<file path="src/trilinear_hex_shape_eval_core_macros.svh">
// assertion helpers for the hexahedron shape evaluator
`ifndef TRILINEAR_HEX_SHAPE_EVAL_CORE_MACROS_SVH
`define TRILINEAR_HEX_SHAPE_EVAL_CORE_MACROS_SVH
`ifndef SYNTH
// same-cycle implication
`define THSE_ASSERT_IMPL(lbl, clk, rst_n, ante, cons) \
  lbl: assert property (@(posedge clk) disable iff (!rst_n) (ante) |-> (cons)) \
    else $error("thse assertion failed");
// next-cycle implication
`define THSE_ASSERT_NEXT(lbl, clk, rst_n, ante, cons) \
  lbl: assert property (@(posedge clk) disable iff (!rst_n) (ante) |=> (cons)) \
    else $error("thse assertion failed");
`else
`define THSE_ASSERT_IMPL(lbl, clk, rst_n, ante, cons)
`define THSE_ASSERT_NEXT(lbl, clk, rst_n, ante, cons)
`endif
`endif

</file>
<file path="src/thse_pkg.sv">
package thse_pkg;

  localparam int IN_W      = 16;
  localparam int OUT_W     = 18;
  localparam int NODE_W    = 3;
  localparam int OUT_MAX   = 131071;
  localparam int OUT_MIN   = -131072;

  localparam logic [NODE_W-1:0] FIRST_NODE = 3'd0;
  localparam logic [NODE_W-1:0] LAST_NODE  = 3'd7;

  // queue status seen by the back end
  typedef struct packed {
    logic not_empty;
    logic full;
  } q_status_t;

endpackage

</file>
<file path="src/thse_front.sv">
module thse_front #(
  parameter int FRAC_BITS = 14
) (
  input  logic                                start_i,
  input  logic signed [thse_pkg::IN_W-1:0]    xi_i,
  input  logic signed [thse_pkg::IN_W-1:0]    eta_i,
  input  logic signed [thse_pkg::IN_W-1:0]    zeta_i,
  input  logic                                last_point_i,
  input  thse_pkg::q_status_t                 q_stat_i,
  output logic                                busy_o,
  output logic                                push_o,
  output logic [6*(((FRAC_BITS > 15) ? FRAC_BITS : 15) + 2):0] entry_o
);

  localparam int FW = ((FRAC_BITS > 15) ? FRAC_BITS : 15) + 2;
  localparam logic signed [FW-1:0] One = FW'(longint'(1) << FRAC_BITS);

  logic signed [FW-1:0] lo0, lo1, lo2, hi0, hi1, hi2;

  // factors one - c and one + c, exact at this width
  assign lo0 = One - FW'(xi_i);
  assign hi0 = One + FW'(xi_i);
  assign lo1 = One - FW'(eta_i);
  assign hi1 = One + FW'(eta_i);
  assign lo2 = One - FW'(zeta_i);
  assign hi2 = One + FW'(zeta_i);

  assign busy_o  = q_stat_i.full;
  assign push_o  = start_i && !q_stat_i.full;
  assign entry_o = {last_point_i, hi2, hi1, hi0, lo2, lo1, lo0};

endmodule

</file>
<file path="src/thse_queue.sv">
module thse_queue #(
  parameter int WIDTH = 8,
  parameter int DEPTH = 2
) (
  input  logic                 clk_i,
  input  logic                 rst_ni,
  input  logic                 push_i,
  input  logic [WIDTH-1:0]     data_i,
  input  logic                 pop_i,
  output logic [WIDTH-1:0]     data_o,
  output thse_pkg::q_status_t  stat_o
);

  localparam int PTR_W = (DEPTH > 1) ? $clog2(DEPTH) : 1;
  localparam int CNT_W = $clog2(DEPTH + 1);
  localparam logic [PTR_W-1:0] LastPtr = PTR_W'(DEPTH - 1);
  localparam logic [CNT_W-1:0] FullCnt = CNT_W'(DEPTH);

  logic [WIDTH-1:0] mem_q [DEPTH];
  logic [PTR_W-1:0] wr_ptr_q, wr_ptr_d, rd_ptr_q, rd_ptr_d;
  logic [CNT_W-1:0] cnt_q, cnt_d;
  logic             do_push, do_pop;

  assign do_push = push_i && (cnt_q != FullCnt);
  assign do_pop  = pop_i && (cnt_q != '0);

  always_comb begin
    wr_ptr_d = wr_ptr_q;
    rd_ptr_d = rd_ptr_q;
    cnt_d    = cnt_q;
    if (do_push) begin
      wr_ptr_d = (wr_ptr_q == LastPtr) ? '0 : wr_ptr_q + PTR_W'(1);
    end
    if (do_pop) begin
      rd_ptr_d = (rd_ptr_q == LastPtr) ? '0 : rd_ptr_q + PTR_W'(1);
    end
    if (do_push && !do_pop) begin
      cnt_d = cnt_q + CNT_W'(1);
    end else if (do_pop && !do_push) begin
      cnt_d = cnt_q - CNT_W'(1);
    end
  end

  always_ff @(posedge clk_i or negedge rst_ni) begin
    if (!rst_ni) begin
      wr_ptr_q <= '0;
      rd_ptr_q <= '0;
      cnt_q    <= '0;
    end else begin
      wr_ptr_q <= wr_ptr_d;
      rd_ptr_q <= rd_ptr_d;
      cnt_q    <= cnt_d;
    end
  end

  always_ff @(posedge clk_i) begin
    if (do_push) begin
      mem_q[wr_ptr_q] <= data_i;
    end
  end

  assign data_o           = mem_q[rd_ptr_q];
  assign stat_o.not_empty = (cnt_q != '0);
  assign stat_o.full      = (cnt_q == FullCnt);

endmodule

</file>
<file path="src/thse_back.sv">
module thse_back #(
  parameter int FRAC_BITS = 14
) (
  input  logic                                 clk_i,
  input  logic                                 rst_ni,
  input  thse_pkg::q_status_t                  q_stat_i,
  input  logic [6*(((FRAC_BITS > 15) ? FRAC_BITS : 15) + 2):0] q_data_i,
  output logic                                 q_pop_o,
  output logic                                 result_valid_o,
  output logic [thse_pkg::NODE_W-1:0]          node_o,
  output logic signed [thse_pkg::OUT_W-1:0]    weight_o,
  output logic signed [thse_pkg::OUT_W-1:0]    grad_xi_o,
  output logic signed [thse_pkg::OUT_W-1:0]    grad_eta_o,
  output logic signed [thse_pkg::OUT_W-1:0]    grad_zeta_o,
  output logic                                 last_node_o,
  output logic                                 batch_end_o
);

  localparam int FW = ((FRAC_BITS > 15) ? FRAC_BITS : 15) + 2;
  localparam int EW = 6 * FW + 1;
  localparam int PW = 2 * FW;
  localparam int TW = PW - FRAC_BITS;
  localparam int MW = TW + FW;
  localparam int GW = PW + 1;
  localparam int SH = FRAC_BITS + 3;
  localparam int NW = thse_pkg::NODE_W;
  localparam int OW = thse_pkg::OUT_W;
  localparam logic signed [MW-1:0] SatMax = MW'(thse_pkg::OUT_MAX);
  localparam logic signed [MW-1:0] SatMin = MW'(thse_pkg::OUT_MIN);

  function automatic logic signed [OW-1:0] sat(input logic signed [MW-1:0] v);
    logic signed [OW-1:0] r;
    if (v > SatMax) begin
      r = OW'(SatMax);
    end else if (v < SatMin) begin
      r = OW'(SatMin);
    end else begin
      r = OW'(v);
    end
    return r;
  endfunction

  // corner sign pattern: bit 0 xi, bit 1 eta, bit 2 zeta
  function automatic logic [2:0] corner_pos(input logic [NW-1:0] n);
    return {n[2], n[1], n[1] ^ n[0]};
  endfunction

  // corner sequencer
  logic          active_q;
  logic [NW-1:0] node_q;
  logic [EW-1:0] data_q;
  logic          load;

  // stage 1: pair products
  logic                 v1_q, batch1_q;
  logic [NW-1:0]        node1_q;
  logic signed [FW-1:0] f2_1_q;
  logic signed [PW-1:0] p01_q, p12_q, p02_q;

  // stage 2: weight product, finished gradients
  logic                 v2_q, batch2_q;
  logic [NW-1:0]        node2_q;
  logic signed [MW-1:0] wprod_q;
  logic signed [OW-1:0] g0_2_q, g1_2_q, g2_2_q;

  // stage 3: output register
  logic                 v3_q, batch3_q;
  logic [NW-1:0]        node3_q;
  logic signed [OW-1:0] w3_q, g0_3_q, g1_3_q, g2_3_q;

  logic signed [FW-1:0] lo0, lo1, lo2, hi0, hi1, hi2, f0, f1, f2;
  logic [2:0]           pos0, pos1;
  logic signed [TW-1:0] t1;
  logic signed [GW-1:0] gn0, gn1, gn2;
  logic signed [GW-1:0] gs0, gs1, gs2;

  assign load    = q_stat_i.not_empty && (!active_q || node_q == thse_pkg::LAST_NODE);
  assign q_pop_o = load;

  always_ff @(posedge clk_i or negedge rst_ni) begin
    if (!rst_ni) begin
      active_q <= 1'b0;
      node_q   <= thse_pkg::FIRST_NODE;
      v1_q     <= 1'b0;
      v2_q     <= 1'b0;
      v3_q     <= 1'b0;
    end else begin
      if (load) begin
        active_q <= 1'b1;
        node_q   <= thse_pkg::FIRST_NODE;
      end else if (active_q) begin
        if (node_q == thse_pkg::LAST_NODE) begin
          active_q <= 1'b0;
        end
        node_q <= node_q + NW'(1);
      end
      v1_q <= active_q;
      v2_q <= v1_q;
      v3_q <= v2_q;
    end
  end

  assign lo0  = data_q[0*FW +: FW];
  assign lo1  = data_q[1*FW +: FW];
  assign lo2  = data_q[2*FW +: FW];
  assign hi0  = data_q[3*FW +: FW];
  assign hi1  = data_q[4*FW +: FW];
  assign hi2  = data_q[5*FW +: FW];
  assign pos0 = corner_pos(node_q);
  assign f0   = pos0[0] ? hi0 : lo0;
  assign f1   = pos0[1] ? hi1 : lo1;
  assign f2   = pos0[2] ? hi2 : lo2;

  assign pos1 = corner_pos(node1_q);
  assign t1   = TW'(p01_q >>> FRAC_BITS);
  // sign goes on before the shift
  assign gn0  = pos1[0] ? GW'(p12_q) : -GW'(p12_q);
  assign gn1  = pos1[1] ? GW'(p02_q) : -GW'(p02_q);
  assign gn2  = pos1[2] ? GW'(p01_q) : -GW'(p01_q);
  assign gs0  = gn0 >>> SH;
  assign gs1  = gn1 >>> SH;
  assign gs2  = gn2 >>> SH;

  always_ff @(posedge clk_i) begin
    if (load) begin
      data_q <= q_data_i;
    end
    node1_q  <= node_q;
    batch1_q <= data_q[EW-1] && (node_q == thse_pkg::LAST_NODE);
    f2_1_q   <= f2;
    p01_q    <= f0 * f1;
    p12_q    <= f1 * f2;
    p02_q    <= f0 * f2;

    node2_q  <= node1_q;
    batch2_q <= batch1_q;
    wprod_q  <= t1 * f2_1_q;
    g0_2_q   <= sat(MW'(gs0));
    g1_2_q   <= sat(MW'(gs1));
    g2_2_q   <= sat(MW'(gs2));

    node3_q  <= node2_q;
    batch3_q <= batch2_q;
    w3_q     <= sat(wprod_q >>> SH);
    g0_3_q   <= g0_2_q;
    g1_3_q   <= g1_2_q;
    g2_3_q   <= g2_2_q;
  end

  assign result_valid_o = v3_q;
  assign node_o         = node3_q;
  assign weight_o       = w3_q;
  assign grad_xi_o      = g0_3_q;
  assign grad_eta_o     = g1_3_q;
  assign grad_zeta_o    = g2_3_q;
  assign last_node_o    = v3_q && (node3_q == thse_pkg::LAST_NODE);
  assign batch_end_o    = v3_q && batch3_q;

endmodule

</file>
<file path="src/trilinear_hex_shape_eval_core.sv">
// channel   | direction | handshake              | payload
// ----------+-----------+------------------------+---------------------------------------------
// point     | in        | start high, busy low     | xi_i, eta_i, zeta_i, last_point_i
// corner    | out       | result_valid_o, 1 cycle  | node_o, weight_o, grad_*_o, last_node_o,
//           |           |                        | batch_end_o
//
// each point gives eight corner items without gaps, node 0 first; one corner leaves per
// cycle, so the output port sets the point rate, and queued points run back to back;
// from idle, a taken point passes the queue, the sequencer and the corner pipeline before
// its first corner is strobed; busy rises only while the queue is full; the corner pipeline
// never stalls; reset is asynchronous, active low, and empties the queue and the pipeline

`include "trilinear_hex_shape_eval_core_macros.svh"

module trilinear_hex_shape_eval_core #(
  parameter int FRAC_BITS   = 14,
  parameter int QUEUE_DEPTH = 2
) (
  input  logic                                 clk_i,
  input  logic                                 rst_ni,
  input  logic                                 start,
  output logic                                 busy,
  input  logic signed [thse_pkg::IN_W-1:0]     xi_i,
  input  logic signed [thse_pkg::IN_W-1:0]     eta_i,
  input  logic signed [thse_pkg::IN_W-1:0]     zeta_i,
  input  logic                                 last_point_i,
  output logic                                 result_valid_o,
  output logic [thse_pkg::NODE_W-1:0]          node_o,
  output logic signed [thse_pkg::OUT_W-1:0]    weight_o,
  output logic signed [thse_pkg::OUT_W-1:0]    grad_xi_o,
  output logic signed [thse_pkg::OUT_W-1:0]    grad_eta_o,
  output logic signed [thse_pkg::OUT_W-1:0]    grad_zeta_o,
  output logic                                 last_node_o,
  output logic                                 batch_end_o
);

  // factor width: holds one +- c for any coordinate at this fraction length
  localparam int FW = ((FRAC_BITS > 15) ? FRAC_BITS : 15) + 2;
  // queue entry: six factors plus the last-point mark
  localparam int EW = 6 * FW + 1;

  thse_pkg::q_status_t q_stat;
  logic                push;
  logic                pop;
  logic [EW-1:0]       entry;
  logic [EW-1:0]       q_data;

  // front: takes the point and forms the six corner factors
  thse_front #(
    .FRAC_BITS (FRAC_BITS)
  ) u_front (
    .start_i      (start),
    .xi_i         (xi_i),
    .eta_i        (eta_i),
    .zeta_i       (zeta_i),
    .last_point_i (last_point_i),
    .q_stat_i     (q_stat),
    .busy_o       (busy),
    .push_o       (push),
    .entry_o      (entry)
  );

  // short queue decoupling the front from the corner pipeline
  thse_queue #(
    .WIDTH (EW),
    .DEPTH (QUEUE_DEPTH)
  ) u_queue (
    .clk_i  (clk_i),
    .rst_ni (rst_ni),
    .push_i (push),
    .data_i (entry),
    .pop_i  (pop),
    .data_o (q_data),
    .stat_o (q_stat)
  );

  // back: walks the eight corners through the multiply pipeline
  thse_back #(
    .FRAC_BITS (FRAC_BITS)
  ) u_back (
    .clk_i          (clk_i),
    .rst_ni         (rst_ni),
    .q_stat_i       (q_stat),
    .q_data_i       (q_data),
    .q_pop_o        (pop),
    .result_valid_o (result_valid_o),
    .node_o         (node_o),
    .weight_o       (weight_o),
    .grad_xi_o      (grad_xi_o),
    .grad_eta_o     (grad_eta_o),
    .grad_zeta_o    (grad_zeta_o),
    .last_node_o    (last_node_o),
    .batch_end_o    (batch_end_o)
  );

  // a point's corners come out without gaps
  `THSE_ASSERT_NEXT(a_run_unbroken, clk_i, rst_ni, result_valid_o && !last_node_o, result_valid_o)
  // and in order
  `THSE_ASSERT_NEXT(a_node_order, clk_i, rst_ni, result_valid_o && !last_node_o, node_o == $past(node_o) + 3'd1)
  // batch end only ever marks the closing corner
  `THSE_ASSERT_IMPL(a_batch_on_last, clk_i, rst_ni, batch_end_o, last_node_o && result_valid_o)
  // a taken point is held in the queue on the next cycle
  `THSE_ASSERT_NEXT(a_push_lands, clk_i, rst_ni, start && !busy, q_stat.not_empty)

endmodule

</file>
<file path="config.mk">
export PLATFORM = sky130hd
export DESIGN_NAME = trilinear_hex_shape_eval_core
export DESIGN_NICKNAME = d
export VERILOG_FILES = /design/src/thse_pkg.sv /design/src/thse_front.sv /design/src/thse_queue.sv /design/src/thse_back.sv /design/src/trilinear_hex_shape_eval_core.sv
export VERILOG_INCLUDE_DIRS = /design/src /design/src/src
export SDC_FILE = /design/constraint.sdc
export NUM_CORES = 2
export LEC_CHECK = 0
export BUFFER_PORTS_ARGS = -buffer_cell sky130_fd_sc_hd__buf_4
export CAP_MARGIN = 20
export CORE_MARGIN = 2
export CORE_UTILIZATION = 36
export CTS_CLUSTER_DIAMETER = 200
export DETAILED_ROUTE_END_ITERATION = 8
export PLACE_DENSITY_LB_ADDON = 0.1
export SLEW_MARGIN = 40
export SYNTH_ARGS = -nofsm -noshare
export SYNTH_HDL_FRONTEND = slang
export SYNTH_SLANG_ARGS = --single-unit
</file>
<file path="constraint.sdc">
create_clock -name clk_i -period 9.5 [get_ports clk_i]
set_input_delay 1.425 -clock clk_i [delete_from_list [all_inputs] [get_ports clk_i]]
set_output_delay 1.425 -clock clk_i [all_outputs]
set_load 0.05 [all_outputs]
</file>
# Word level (Yosys, flattened, before mapping)
# Memories as Yosys holds them, arrays and structs flattened. A register that Yosys moved wholly into a read port is not among the register bits.
# Index checks and enable logic that the tools add are counted.
# word_totals
n_memories	1
wordCells	97
out_inout_bits	79
ram_bits	206
reg_bits	305
# mem_list
name	depth	width	read_ports	rd_ports_with_merged_regs	write_ports	line_no	text
u_queue.mem_q	2	103	1	1	1	thse_queue.sv:19	logic [WIDTH-1:0] mem_q [DEPTH];
# op_classes
reduce_logical	17
n_bitwise	2
muxes	21
n_mul	4
n_eq_ne	4
n_lt_le_gt_ge	8
addsub	14
# ops
operator	n
2-to-1 mux 35 bit	3
negation 34 -> 35 bit	3
multiplier 17 x 17 -> 34 bit	3
2-to-1 mux 18 bit	4
> comparator 18 bit (second input constant)	3
< comparator 18 bit (second input constant)	3
adder 16 x 16 -> 17 bit (first input constant)	3
2-to-1 mux 17 bit	3
subtractor 16 x 16 -> 17 bit (first input constant)	3
multiplier 20 x 17 -> 37 bit	1
> comparator 20 x 18 -> 1 bit (second input constant)	1
< comparator 20 x 18 -> 1 bit (second input constant)	1
logical AND 1 bit	9
2-to-1 mux 1 bit	7
== test 3 bit (second input constant)	2
2-to-1 mux 3 bit	2
nonzero test 2 bit	3
logical NOT 1 bit	4
2-to-1 mux 2 bit	2
adder 3 x 1 -> 3 bit (second input constant)	1
adder 1 bit (second input constant)	2
adder 2 x 1 -> 2 bit (second input constant)	1
== test 2 bit (second input constant)	1
inequality test 2 bit (second input constant)	1
other kinds (3)	4

# Longest topological paths before layout
# logic_depth
ltp_word	8
mapped_depth	29

# By module
# A second synthesis with hierarchy kept.
# unflattened
cells_unflattened	6207
hier_area_um2	64147.8
# by_module_without_submodules
mod	area_per_inst_um2	seq_area_each_um2	cells_per_inst	instances
thse_back	54913.9	8813.5	5680	1
thse_queue	7882.6	6286.0	340	1
thse_front	1351.3	0.0	187	1

# Worst setup path after synthesis
# No wires, ideal clock.
# synth_timing
kind	flip-flop to flip-flop
from	reg u_back.node_q[0]
to	reg u_back.p02_q[32]
required_ns	9.368
arrival_time_ns	7.736
n_path_buf	4
path_slack_ns	1.632
path_stages_with_launch	28
path_cell_list	dfrtp_1 > ha_1 > clkbuf_1 > clkbuf_1 > buf_1 > mux2i_1 > clkbuf_1 > nor2_1 > fa_1 > inv_1 > fa_1 > inv_1 > fa_1 > fa_1 > fa_1 > inv_1 > fa_1 > inv_1 > ha_1 > a21o_1 > a21o_1 > a21oi_1 > o21ai_0 > a21oi_1 > o21bai_1 > a2111o_1 > nand4_1 > or3b_2
# synth_between
elab_chain_len	3
# synth_lines
element	line_no	text
start: declaration	thse_back.sv:50	logic [NW-1:0] node_q;
start signal: assignment	thse_back.sv:83	node_q <= thse_pkg::FIRST_NODE;
start signal: assignment	thse_back.sv:90	node_q <= thse_pkg::FIRST_NODE;
start signal: assignment	thse_back.sv:95	node_q <= node_q + NW'(1);
bitwise XOR 1 bit	thse_back.sv:45	return {n[2], n[1], n[1] ^ n[0]};
2-to-1 mux 17 bit	thse_back.sv:110	assign f0 = pos0[0] ? hi0 : lo0;
multiplier 17 x 17 -> 34 bit	thse_back.sv:133	p02_q <= f0 * f2;
end signal: assignment	thse_back.sv:133	
end: declaration	thse_back.sv:58	logic signed [PW-1:0] p01_q, p12_q, p02_q;
# No other way between the ends.
# A chain may end at the register's enable or synchronous reset.

# Final worst setup path
# Ends and elaborated chain as after synthesis.

==> reports/summary.txt <==
Status - complete, no violations
H-tree Lvls - 3
Combinational family with the most area after synthesis - adder cells
Grt peak-use layer - met2
CP max FO - 18
RePlAce Congestion - 0.852
Layout cells sized above 1 - 0.0915
RSZ-0062 raised after global routing - no
Clk sink count - 588
Top Ports - 131
Met3 Resource Use GR - 0.0277
Drt pass-1 iters - 6
Largest net degree at the start of global routing - 68
Total GRT Usage - 0.200
EDFF count, synth - 300
Syn nets - 7,757
Minimum clock period - 8200 ps
TritonCTS buffer count - 74
Clock slew at the register clock pins of the worst setup and hold paths - 60 ps
Filler instances - 17,200
Post-synthesis mux area share - 0.0317
Cell Area, Synth - 0.0632 sq mm
Register area share after synthesis - 0.235
Final hold vios - 0
Synth unique cells - 71
Syn Area/Cell - 10.3 sq um
Post-synthesis compound-gate area fraction - 0.0331
Vias in the first global route - 45,000
# DRC - 0
Core area - 0.174 sq mm
Postcts setup bufs - 0
Starting Density - 0.363
Post-CTS Hold Fix Bufs - 0
Xor/xnor share of the synthesized area - 0.0324
Worst hold path class - register to register
Startpoint types - register
Via count - 40,600
Synth Instances - 6,120
Area of the multi-input gates - 0.0424 sq mm
Final Max Slew Viols - 0
Final nets - 7,852
Area Overhead vs Synth - 10.5%
Setup crit end kind - register
GR Util met1 - 0.268
Routed len/inst - 20.1 microns
Simple-gate share of the synthesized area - 0.112
Setup violators final - 0
Final HPWL DP - 133,000 microns
Die W - 423 microns
Post-DR vias/cell - 4.72
Worst setup path class - register to register
Post-route ant nets - 0
Ys async rst share - 0.0187
Synth Area in Adders - 0.460
Iter 0 DRT Violations - 2,081
Clk_skew - 58.7 ps
Initial antenna violation count - 9
CTS tree - built
Resize count post-CTS - 0
Post-Route WL - 172,000 microns
GRT Residual Overflow - 0
First-pass GRT wire length - 272,000 microns
Die Ht - 423 microns
Period utilization - 0.863
Warnings, synthesis - 0
Area of the die - 0.179 sq mm
Worst slew margin - 0.440
Seq. cell area - 0.0149 sq mm
Met2 usage - 0.339
Ys flop type - edfxtp_1
# port buffers - 130
CP Data Arrival Time - 8770 ps
Clk_lat worst skew - 740 ps
Worst slew pin tran - 839 ps
CTS root buf - clkbuf_16
CTS Buffer Depth - 3
Max-cap violations - 0
# rows - 153
Fmax - 0.122 GHz
CP Data Required Time - 10,070 ps
Ant diodes - 0
Setup TNS - 0 ps
FF+latch count, synth - 588
## cell type report
type	count	share of cell area
Clock inverter	36	0.00674
Timing Repair Buffer	254	0.0285
Multi-Input combinational cell	3917	0.608
Clock buffer	98	0.0285
Inverter	1380	0.0742
Tap cell	2325	0.0417
Sequential cell	588	0.213
## cell usage in the layout, fill, tap and decap left out, types with 16 or more instances in the layout
cell       instances
a21o_1            58
a21oi_1           93
and2_1           230
buf_4            245
clkbuf_1          19
clkbuf_16         74
dfxtp_1          256
dfxtp_2           21
edfxtp_1         300
fa_1            1225
ha_1             356
inv_1           1371
mux2_2           135
mux2i_1           29
nand2_1          683
nand2b_1          28
nand3_1           28
nor2_1           477
nor2b_1           16
nor3_1            28
nor4_1            25
o21a_1            23
o21ai_0           57
xnor2_1          171
xor2_1            63
## flip-flops by register name, summed over array words and instances, names as in the netlist, 20 cells and up
signal / count
u_back.data_q: 100
u_back.p01_q: 34
u_back.p02_q: 34
u_back.p12_q: 34
u_back.wprod_q: 20
u_queue.mem_q: 200
## cell families after synthesis
family / after synthesis
AO/OA/AOI/OAI: 322
XOR/XNOR: 234
flip-flops: 588
AND/OR/NAND/NOR: 1593
multiplexers: 183
buffers and inverters: 1615
adder cells (fa/ha/maj): 1585
## layer usage
metal,part of all wire,wire length [microns]
met5,0,0
met4,0.027,4630
met3,0.047,8070
met2,0.48,83100
met1,0.44,76600
## worst paths after layout
kind	start	to	slack (ps)	cells past startpoint
setup / recovery	u_back.node_q[0]	u_back.p02_q[32]	1300	25
hold / removal	u_back.g1_2_q[16]	u_back.grad_eta_o[16]	320	0
setup reg to reg	u_back.node_q[0]	u_back.p02_q[32]	1300	25
hold reg to reg	u_back.g1_2_q[16]	u_back.grad_eta_o[16]	320	0
max in group asynchronous	rst_ni	u_queue.rd_ptr_q	8790	1
min in group asynchronous	rst_ni	u_queue.rd_ptr_q	540	1
## worst max-delay path: stages, from the launching register on
cell and delay (ps):
dfrtp_1 410, ha_2 650, buf_4 310, mux2i_2 220, buf_4 330, nor2_1 110, fa_1 540, inv_1 50
fa_1 410, fa_1 520, fa_1 540, inv_1 50, fa_1 480, inv_1 60, fa_1 500, inv_1 50
ha_1 320, a21o_1 190, a21oi_1 190, o21bai_1 130, a32o_1 250, o31ai_1 370, nand2b_1 290, a2111o_1 520
nand4_1 100, or3b_2 440
## Yosys cell counts, types with 47 or more instances
library cell	instances	area share
nand2_1	683	0.041
xnor2_1	171	0.024
dfxtp_1	277	0.088
mux2_2	136	0.024
fa_1	1228	0.39
nor2_1	478	0.028
o21ai_0	57	0.0045
ha_1	357	0.071
xor2_1	63	0.0087
mux2i_1	47	0.0074
a21oi_1	94	0.0074
clkbuf_1	227	0.013
edfxtp_1	300	0.14
a21o_1	58	0.0069
and2_1	230	0.023
inv_1	1375	0.082
## metrics by stage
step | util | std cells | instance area (sq um) | setup WS, ps | hold WS (ps)
after global routing | 0.401 | 8598 | 69800 | 866 | 316
after floorplan | - | 6120 | 63200 | 1630 | 310
after global placement | 0.386 | 8460 | 67200 | 1060 | 310
after CTS | 0.401 | 8598 | 69800 | 1000 | 316
after detailed placement | 0.387 | 8464 | 67300 | 1060 | 312
final | 0.401 | 8598 | 69800 | 1300 | 315
Power is not shown: default switching activity piles up to over one toggle a cycle in this logic, so the estimate is an artifact.
